File: src/sv/swu_pkg.sv
// ----------------------------------------------------------------------------
// swu_pkg: shared types and constants for the single-wire 8E2 UART
// Register indexes, field widths and the per-tick result record.
// ----------------------------------------------------------------------------
`default_nettype none

package swu_pkg;

    // Configuration port
    localparam int CFG_INDEX_W = 8;
    localparam int CFG_DATA_W  = 16;

    localparam logic [CFG_INDEX_W-1:0] CFG_TX_BIT_CYCLES = 8'd0;
    localparam logic [CFG_INDEX_W-1:0] CFG_RX_BIT_CYCLES = 8'd1;

    localparam logic [CFG_DATA_W-1:0] BIT_CYCLES_RESET = 16'd16;

    // Field widths
    localparam int BYTE_W  = 8;
    localparam int TIMER_W = 16;
    localparam int COUNT_W = 8;

    // Stream data widths (fields packed from bit 0, padded to whole bytes)
    localparam int S_FIELDS_W = 1 + BYTE_W + 1;
    localparam int S_TDATA_W  = 16;
    localparam int M_FIELDS_W = 3 + BYTE_W + 1 + COUNT_W;
    localparam int M_TDATA_W  = 24;

    // One result item
    typedef struct packed {
        logic [COUNT_W-1:0] parity_fault_count;
        logic               parity_bad;
        logic [BYTE_W-1:0]  received_byte;
        logic               byte_ready;
        logic               sender_busy;
        logic               line_pull_low;
    } result_t;

    // One input item
    typedef struct packed {
        logic              line_sample;
        logic [BYTE_W-1:0] send_byte;
        logic              send_request;
    } item_t;

endpackage

`default_nettype wire

File: src/sv/swu_core.sv
// ----------------------------------------------------------------------------
// swu_core: transmitter and receiver state for one line tick
// Computes the next UART state and the result of one tick; commits on step.
// ----------------------------------------------------------------------------
`default_nettype none

module swu_core #(
    parameter int DATA_BITS = 8,
    parameter int STOP_BITS = 2
) (
    input  wire                              aclk,
    input  wire                              aresetn,
    input  wire                              step,
    input  swu_pkg::item_t                   item,
    input  wire  [swu_pkg::TIMER_W-1:0]      tx_period,
    input  wire  [swu_pkg::TIMER_W-1:0]      rx_period,
    output swu_pkg::result_t                 result
);
    import swu_pkg::*;

    localparam int PW = $clog2(DATA_BITS + STOP_BITS + 3);
    localparam logic [PW-1:0] PH_IDLE   = PW'(0);
    localparam logic [PW-1:0] PH_START  = PW'(1);
    localparam logic [PW-1:0] PH_DATA0  = PW'(2);
    localparam logic [PW-1:0] PH_PARITY = PW'(DATA_BITS + 2);
    localparam logic [PW-1:0] PH_LAST   = PW'(DATA_BITS + 2 + STOP_BITS);
    localparam logic [PW-1:0] PH_BYTE   = PW'(BYTE_W);

    logic [PW-1:0]      send_phase_reg, send_phase_next;
    logic [BYTE_W-1:0]  send_shift_reg, send_shift_next;
    logic [TIMER_W-1:0] send_timer_reg, send_timer_next;
    logic               send_parity_reg, send_parity_next;
    logic [PW-1:0]      recv_phase_reg, recv_phase_next;
    logic [BYTE_W-1:0]  recv_shift_reg, recv_shift_next;
    logic [TIMER_W-1:0] recv_timer_reg, recv_timer_next;
    logic               recv_parity_reg, recv_parity_next;
    logic               line_previous_reg;
    logic [COUNT_W-1:0] fault_total_reg, fault_total_next;
    logic [BYTE_W-1:0]  recv_hold_reg, recv_hold_next;

    logic               byte_parity;
    logic [TIMER_W-1:0] send_tick;
    logic [TIMER_W-1:0] recv_tick;
    logic [TIMER_W-1:0] recv_target;
    logic [PW-1:0]      tx_n;
    logic [PW-1:0]      rx_n;
    logic               pull;
    logic               ready;
    logic               bad;

    // Even parity over the data bits that carry byte content
    always_comb begin
        byte_parity = 1'b0;
        for (int i = 0; i < BYTE_W; i++) begin
            if (i < DATA_BITS) begin
                byte_parity = byte_parity ^ item.send_byte[i];
            end
        end
    end

    // Transmitter: load on request, advance one bit per period
    always_comb begin
        send_phase_next  = send_phase_reg;
        send_shift_next  = send_shift_reg;
        send_timer_next  = send_timer_reg;
        send_parity_next = send_parity_reg;
        send_tick        = send_timer_reg + TIMER_W'(1);
        if (send_phase_reg == PH_IDLE) begin
            if (item.send_request) begin
                send_phase_next  = PH_START;
                send_timer_next  = '0;
                send_shift_next  = item.send_byte;
                send_parity_next = byte_parity;
            end
        end else if (send_tick >= tx_period) begin
            send_timer_next = '0;
            send_phase_next = (send_phase_reg == PH_LAST) ? PH_IDLE
                                                          : send_phase_reg + PW'(1);
        end else begin
            send_timer_next = send_tick;
        end
    end

    // Line drive: start bit low, data and parity inverted, stop bits released
    assign tx_n = send_phase_next - PH_DATA0;
    always_comb begin
        pull = 1'b0;
        if (send_phase_next == PH_START) begin
            pull = 1'b1;
        end else if (send_phase_next >= PH_DATA0 && send_phase_next < PH_PARITY) begin
            pull = (tx_n < PH_BYTE) ? ~send_shift_next[tx_n[2:0]] : 1'b1;
        end else if (send_phase_next == PH_PARITY) begin
            pull = ~send_parity_next;
        end
    end

    // Receiver: hunt for a falling edge, then sample mid-bit
    assign recv_target = (recv_phase_reg == PH_START) ? (rx_period >> 1) : rx_period;
    assign recv_tick   = recv_timer_reg + TIMER_W'(1);
    assign rx_n        = recv_phase_reg - PH_DATA0;
    always_comb begin
        recv_phase_next  = recv_phase_reg;
        recv_shift_next  = recv_shift_reg;
        recv_timer_next  = recv_timer_reg;
        recv_parity_next = recv_parity_reg;
        recv_hold_next   = recv_hold_reg;
        fault_total_next = fault_total_reg;
        ready            = 1'b0;
        bad              = 1'b0;
        if (send_phase_next != PH_IDLE) begin
            recv_phase_next = PH_IDLE;
            recv_timer_next = '0;
        end else if (recv_phase_reg == PH_IDLE) begin
            if (line_previous_reg && !item.line_sample) begin
                recv_shift_next  = '0;
                recv_parity_next = 1'b0;
                recv_timer_next  = '0;
                recv_phase_next  = ((rx_period >> 1) == '0) ? PH_DATA0 : PH_START;
            end
        end else if (recv_tick >= recv_target) begin
            recv_timer_next = '0;
            if (recv_phase_reg == PH_START) begin
                recv_phase_next = PH_DATA0;
            end else if (recv_phase_reg < PH_PARITY) begin
                if (rx_n < PH_BYTE) begin
                    recv_shift_next[rx_n[2:0]] = recv_shift_reg[rx_n[2:0]] | item.line_sample;
                end
                recv_parity_next = recv_parity_reg ^ item.line_sample;
                recv_phase_next  = recv_phase_reg + PW'(1);
            end else begin
                ready          = 1'b1;
                bad            = (item.line_sample != recv_parity_reg);
                recv_hold_next = recv_shift_reg;
                if (bad && fault_total_reg != {COUNT_W{1'b1}}) begin
                    fault_total_next = fault_total_reg + COUNT_W'(1);
                end
                recv_phase_next = PH_IDLE;
            end
        end else begin
            recv_timer_next = recv_tick;
        end
    end

    // Commit state on each accepted tick
    always_ff @(posedge aclk) begin
        if (!aresetn) begin
            send_phase_reg    <= PH_IDLE;
            send_shift_reg    <= '0;
            send_timer_reg    <= '0;
            send_parity_reg   <= 1'b0;
            recv_phase_reg    <= PH_IDLE;
            recv_shift_reg    <= '0;
            recv_timer_reg    <= '0;
            recv_parity_reg   <= 1'b0;
            line_previous_reg <= 1'b1;
            fault_total_reg   <= '0;
            recv_hold_reg     <= '0;
        end else if (step) begin
            send_phase_reg    <= send_phase_next;
            send_shift_reg    <= send_shift_next;
            send_timer_reg    <= send_timer_next;
            send_parity_reg   <= send_parity_next;
            recv_phase_reg    <= recv_phase_next;
            recv_shift_reg    <= recv_shift_next;
            recv_timer_reg    <= recv_timer_next;
            recv_parity_reg   <= recv_parity_next;
            line_previous_reg <= item.line_sample;
            fault_total_reg   <= fault_total_next;
            recv_hold_reg     <= recv_hold_next;
        end
    end

    // Result of this tick
    always_comb begin
        result.line_pull_low      = pull;
        result.sender_busy        = (send_phase_next != PH_IDLE);
        result.byte_ready         = ready;
        result.received_byte      = recv_hold_next;
        result.parity_bad         = bad;
        result.parity_fault_count = fault_total_next;
    end

`ifndef ASSERT_OFF
    // Receiver stays parked while a frame goes out
    a_rx_parked: assert property (@(posedge aclk) disable iff (!aresetn)
        send_phase_reg != PH_IDLE |-> recv_phase_reg == PH_IDLE)
        else $error("receiver active during transmit");

    // Fault counter never goes backward
    a_count_mono: assert property (@(posedge aclk) disable iff (!aresetn)
        $past(aresetn) |-> fault_total_reg >= $past(fault_total_reg))
        else $error("parity fault count decreased");

    // A completed frame only comes out of the parity sample
    a_ready_phase: assert property (@(posedge aclk) disable iff (!aresetn)
        result.byte_ready |-> recv_phase_reg == PH_PARITY && send_phase_next == PH_IDLE)
        else $error("frame completed outside parity sample");

    // Phases stay within the frame
    a_phase_range: assert property (@(posedge aclk) disable iff (!aresetn)
        send_phase_reg <= PH_LAST && recv_phase_reg <= PH_PARITY)
        else $error("phase out of range");
`endif

endmodule

`default_nettype wire

File: src/sv/single_wire_uart_8e2.sv
// ----------------------------------------------------------------------------
// single_wire_uart_8e2: half-duplex open-drain UART, 8 data bits, even parity
// Stream wrapper with configuration registers around the UART tick logic.
// ----------------------------------------------------------------------------
// Each input item is one tick of the serial line: a send request with its
// byte and the sampled line level. Each item yields exactly one result item
// with the line drive, busy flag and receive status for that tick. The block
// takes one item per clock while results are taken; each item passes through
// the input register and then the result register around the single tick
// update. Both sides may stall freely. Bit times are written through the
// configuration port (index 0 transmit, index 1 receive, ticks per bit, 0 acts
// as 1) and must only change while no item is in flight.
`default_nettype none

module single_wire_uart_8e2 #(
    parameter int DATA_BITS = 8,
    parameter int STOP_BITS = 2
) (
    input  wire                                  aclk,
    input  wire                                  aresetn,
    // Input items
    input  wire                                  s_tvalid,
    output logic                                 s_tready,
    // send_request[0], send_byte[8:1], line_sample[9], zero[15:10]
    input  wire  [swu_pkg::S_TDATA_W-1:0]        s_tdata,
    // Result items
    output logic                                 m_tvalid,
    input  wire                                  m_tready,
    // line_pull_low[0], sender_busy[1], byte_ready[2], received_byte[10:3],
    // parity_bad[11], parity_fault_count[19:12], zero[23:20]
    output logic [swu_pkg::M_TDATA_W-1:0]        m_tdata,
    // Configuration writes
    input  wire                                  cfg_valid,
    output logic                                 cfg_ready,
    input  wire  [swu_pkg::CFG_INDEX_W-1:0]      cfg_index,
    input  wire  [swu_pkg::CFG_DATA_W-1:0]       cfg_data
);
    import swu_pkg::*;

    logic [CFG_DATA_W-1:0] tx_bit_cycles_reg;
    logic [CFG_DATA_W-1:0] rx_bit_cycles_reg;
    logic [TIMER_W-1:0]    tx_period;
    logic [TIMER_W-1:0]    rx_period;

    logic    in_valid_reg;
    item_t   in_item_reg;
    logic    out_valid_reg;
    result_t out_result_reg;
    result_t core_result;
    logic    advance;

    // Configuration registers, always ready
    assign cfg_ready = 1'b1;
    always_ff @(posedge aclk) begin
        if (!aresetn) begin
            tx_bit_cycles_reg <= BIT_CYCLES_RESET;
            rx_bit_cycles_reg <= BIT_CYCLES_RESET;
        end else if (cfg_valid) begin
            if (cfg_index == CFG_TX_BIT_CYCLES) begin
                tx_bit_cycles_reg <= cfg_data;
            end else if (cfg_index == CFG_RX_BIT_CYCLES) begin
                rx_bit_cycles_reg <= cfg_data;
            end
        end
    end

    // Treat a zero period as one tick
    assign tx_period = (tx_bit_cycles_reg == '0) ? TIMER_W'(1) : tx_bit_cycles_reg;
    assign rx_period = (rx_bit_cycles_reg == '0) ? TIMER_W'(1) : rx_bit_cycles_reg;

    // Advance when an item is held and the result slot is free or draining
    assign advance  = in_valid_reg && (!out_valid_reg || m_tready);
    assign s_tready = !in_valid_reg || advance;

    // Input register
    always_ff @(posedge aclk) begin
        if (!aresetn) begin
            in_valid_reg <= 1'b0;
        end else if (s_tvalid && s_tready) begin
            in_valid_reg <= 1'b1;
        end else if (advance) begin
            in_valid_reg <= 1'b0;
        end
    end

    always_ff @(posedge aclk) begin
        if (s_tvalid && s_tready) begin
            in_item_reg <= item_t'(s_tdata[S_FIELDS_W-1:0]);
        end
    end

    swu_core #(
        .DATA_BITS (DATA_BITS),
        .STOP_BITS (STOP_BITS)
    ) u_core (
        .aclk      (aclk),
        .aresetn   (aresetn),
        .step      (advance),
        .item      (in_item_reg),
        .tx_period (tx_period),
        .rx_period (rx_period),
        .result    (core_result)
    );

    // Result register
    always_ff @(posedge aclk) begin
        if (!aresetn) begin
            out_valid_reg <= 1'b0;
        end else if (advance) begin
            out_valid_reg <= 1'b1;
        end else if (m_tready) begin
            out_valid_reg <= 1'b0;
        end
    end

    always_ff @(posedge aclk) begin
        if (advance) begin
            out_result_reg <= core_result;
        end
    end

    assign m_tvalid = out_valid_reg;
    assign m_tdata  = {{(M_TDATA_W - M_FIELDS_W){1'b0}}, out_result_reg};

`ifndef ASSERT_OFF
    // A held result is never overwritten before it is taken
    a_no_overwrite: assert property (@(posedge aclk) disable iff (!aresetn)
        out_valid_reg && !m_tready |-> !advance)
        else $error("result overwritten while stalled");

    // An item waiting in the input register blocks new input
    a_in_hold: assert property (@(posedge aclk) disable iff (!aresetn)
        in_valid_reg && !advance |-> !s_tready)
        else $error("input accepted over a held item");

    // Every advance produces a valid result next cycle
    a_adv_out: assert property (@(posedge aclk) disable iff (!aresetn)
        advance |=> m_tvalid)
        else $error("advanced item produced no result");
`endif

endmodule

`default_nettype wire
File: config.mk
export PLATFORM = sky130hd
export DESIGN_NAME = single_wire_uart_8e2
export DESIGN_NICKNAME = d
export VERILOG_FILES = /design/src/sv/swu_pkg.sv /design/src/sv/swu_core.sv /design/src/sv/single_wire_uart_8e2.sv
export SDC_FILE = /design/constraint.sdc
export NUM_CORES = 1
export LEC_CHECK = 0
export BUFFER_PORTS_ARGS = -buffer_cell sky130_fd_sc_hd__buf_2
export CAP_MARGIN = 10
export CELL_PAD_IN_SITES_DETAIL_PLACEMENT = 1
export CELL_PAD_IN_SITES_GLOBAL_PLACEMENT = 2
export CORE_AREA = 2 2 142 144
export DETAILED_ROUTE_END_ITERATION = 10
export DIE_AREA = 0 0 144 146
export GPL_TIMING_DRIVEN = 0
export PLACE_DENSITY = 0.82
export SKIP_LAST_GASP = 1
export SLEW_MARGIN = 5
export SYNTH_ARGS = -nofsm -noshare
export SYNTH_HDL_FRONTEND = slang
export SYNTH_SLANG_ARGS = --single-unit
File: constraint.sdc
create_clock -name aclk -period 12.5 [get_ports aclk]
set_input_delay 1.25 -clock aclk [delete_from_list [all_inputs] [get_ports aclk]]
set_output_delay 1.25 -clock aclk [all_outputs]
set_load 0.01 [all_outputs]
==> out/metrics.cfg <==
[floorplan]
die_x_um=144
rows=51
start_util_pct=39.65
die_height_um=146
coreArea_um2=19330
die_area_um2=21020
boundaryPins=72

[global_routing]
grt_overflow=0
track_usage_pct=19.99
grt_max_degree=30
grt_pass1_vias=6289
grt_first_pass_wirelength_um=33220
antenna_found_initial=0

[drt]
drtPass1Iterations=4
wl_per_cell_um=16.88
wirelength_um=20160
vias=6184
via_per_inst=5.179
first_iter_violations=243
drc=0
ant_nets=0

[setup_path]
reg2reg_from=u_core.send_timer_reg[0]
crit_path_max_fanout=10
arrival_ps=5620
critPathRequiredTime_ps=12680
critPathSlowestCell=or4_4
crit_top_cell=and3_1
cp-end-kind=flip-flop
slowest_delay_ps=500
criticalPathCategory=reg2reg
crit_start=u_core.send_timer_reg[0]
start_kind=flip-flop
crit_chain=ha_1 -> and3_1 -> and3_1 -> and3_1 -> and3_1 -> and3_1 -> nand3_1 -> xnor2_1 -> ha_1 -> nand4_1 -> nor2_1 -> or4_4 -> a21o_1 -> buf_2 -> a211oi_4 -> o211ai_4 -> buf_6 -> nor3_4 -> mux2_2

[placement]
dp.cells=1162
place.gp.congestion=0.7951
portBuffers=60
place_area_um2=8310
dp_hpwl_um=14710

[timing]
hold_ws_ps=451.5
finalCritPeriodShare_pct=43.54
rsz0062_at_grt=false
hold_viol=0
fmaxAchievable_mhz=183.7
min_period_ps=5443
finClkSkew_ps=10.79
maxSlewHeadroom_pct=30.49
setup_tns_ps=0
setup_viol=0
drv_slew=0
worst_slew_pin_slew_ps=1040

[pwr]
peakVddDrop_mv=0.09764
power_leakage_nw=3.569
pwr_density_cell_nw_per_um2=122.0

[clock_network]
cts_tree=built
cts_hold_buf=0
cts.repair.resized=0
postCtsSetupBuffers=0
cts.sink_count=139
cts_buffers=17
clock_path_buffers=2
h-tree-depth=4
worst_skew_pair.late_latency_ps=430
clk_pin_slew_ps=60
cts_root_buffer=clkbuf_16

[synth]
synth_cell_types=65
ys_ff_latch=139
postSynthCellCount=834
async_flop_share_pct=0
syn_avg_cell_area_um2=9.192
yosysSeqAreaShare_pct=40.22
synth_area_um2=7666
synthTopCellsByArea=dfxtp_1 28%, edfxtp_1 12%, mux2i_1 8.2%
yosys.area.top_type=dfxtp_1
synth-main-ff-cell=dfxtp_1
ys_warn_count=0
synth-edff-count=30
yosysTopAreaCellShare_pct=28.46

[run]
drv_cap=0

[status]
status=complete, no violations

[final_layout]
syn_to_final_growth_pct=16.24
nNetsFinal=1005
fillCellCount=2291
largest_reg_flops=20
n_antenna_cell=0
layout-drive-gt1-share_pct=14.21
final_area_um2=8911
fin_cells=1194

[min_path]
hold_class=reg2reg
min_from=u_core.send_shift_reg[2]

-- synth_stat cells, types with 3 or more instances --
cell	instances
buf_4	5
a22oi_1	6
a22o_1	6
nor3_1	13
mux2i_1	63
nor4_1	11
a41oi_1	4
nand3_1	30
nand2_1	63
nand4_1	6
nor2_1	96
or3_1	7
xor2_1	22
ha_1	44
and2_1	5
dfxtp_1	109
nand2b_1	7
and3_1	21
mux2_2	11
xnor2_1	29
nor2b_1	9
a211oi_1	8
inv_1	25
or2_2	3
o211ai_1	14
o21bai_1	3
nand3b_1	11
o21a_1	3
a211o_1	4
buf_2	3
o21ai_1	5
o21ai_0	39
edfxtp_1	30
clkbuf_1	26
a21oi_1	54
-- where the power goes --
group / switching (mW) / internal, mW
registers: 0.00537 / 0.467
logic: 0.0652 / 0.0331
clock network: 0.203 / 0.314
-- routing by layer --
| metal | vias to the layer above | wire length [µm] | global-route usage, % |
|---|---|---|---|
| met5 | - | 0 | 0 |
| met4 | 0 | 266 | 5.490 |
| met3 | 17 | 535 | 3.258 |
| met2 | 68 | 9730 | 33.12 |
| met1 | 2949 | 9622 | 26.88 |
| li1 | 3150 | - | - |
-- per-stage QoR --
| stage | setup slack (ps) | utilization (%) | power [mW] |
|---|---|---|---|
| after floorplan | 7762 | - | 0.5459 |
| after global placement | 7059 | 42.98 | 0.5798 |
| after detailed placement | 7043 | 42.98 | 0.5811 |
| after CTS | 6986 | 46.09 | 1.099 |
| after global routing | 6632 | 46.09 | 1.128 |
| final | 7057 | 46.09 | 1.087 |
-- layout by cell type, fill, tap and decap left out, drive strengths merged, types with 4 or more instances in the layout --
master	n
conb	5
dfxtp	109
edfxtp	30
clkbuf	44
mux2i	63
nor3	17
ha	44
a211oi	9
a22o	6
nand4	6
xnor2	29
nor4	13
o21ai	45
or2	4
nand3b	11
buf	70
nor2b	9
a21oi	54
nor2	98
xor2	22
a41oi	4
o211ai	15
mux2	11
a211o	4
and2	6
inv	28
nand2b	7
clkinvlp	5
a22oi	6
nand3	30
clkinv	5
and3	21
nand2	63
or3	7
-- worst paths after layout --
path,endpoint,slack [ps],cells past startpoint
hold reg to reg,u_core.send_shift_reg[2],450,2
setup / recovery,m_tdata[13],7060,19
setup reg to reg,m_tdata[13],7060,19
hold / removal,u_core.send_shift_reg[2],450,2
-- worst max-delay path: cells and delay by family (launching register included) --
kind	cells	cell delay (ps)
mux	1	380
flops	1	430
simple gates	10	2390
xor+xnor	1	230
fa+ha+maj	2	580
compound gates	3	760
buf+inv	2	400
-- area by class of cell --
class,count,area (µm²),area share (%)
buffer,36,166.4,1.867
clock buffer,18,429.2,4.816
clock inverter,14,171.4,1.924
inverter,27,101.3,1.137
multi-input combinational,635,4328,48.57
sequential,139,3083,34.60
tap,265,331.6,3.721
timing repair buffer,60,300.3,3.370
-- logic make-up (layout without fill, tap and decap cells) --
logic type / count (synthesis) / after routing / synth area share [%]
DFF: 139 / 139 / 40.22
other: 2 / 5 / 0.09796
adders and majority gates: 44 / 44 / 7.181
xor gates and xnor gates: 51 / 51 / 5.827
muxes: 76 / 76 / 10.43
and+or+nand+nor: 297 / 297 / 19.34
buffers and inverters: 63 / 155 / 3.476
AOI/OAI and AO/OA: 162 / 162 / 13.43
Power figures use the tool's default switching activity.
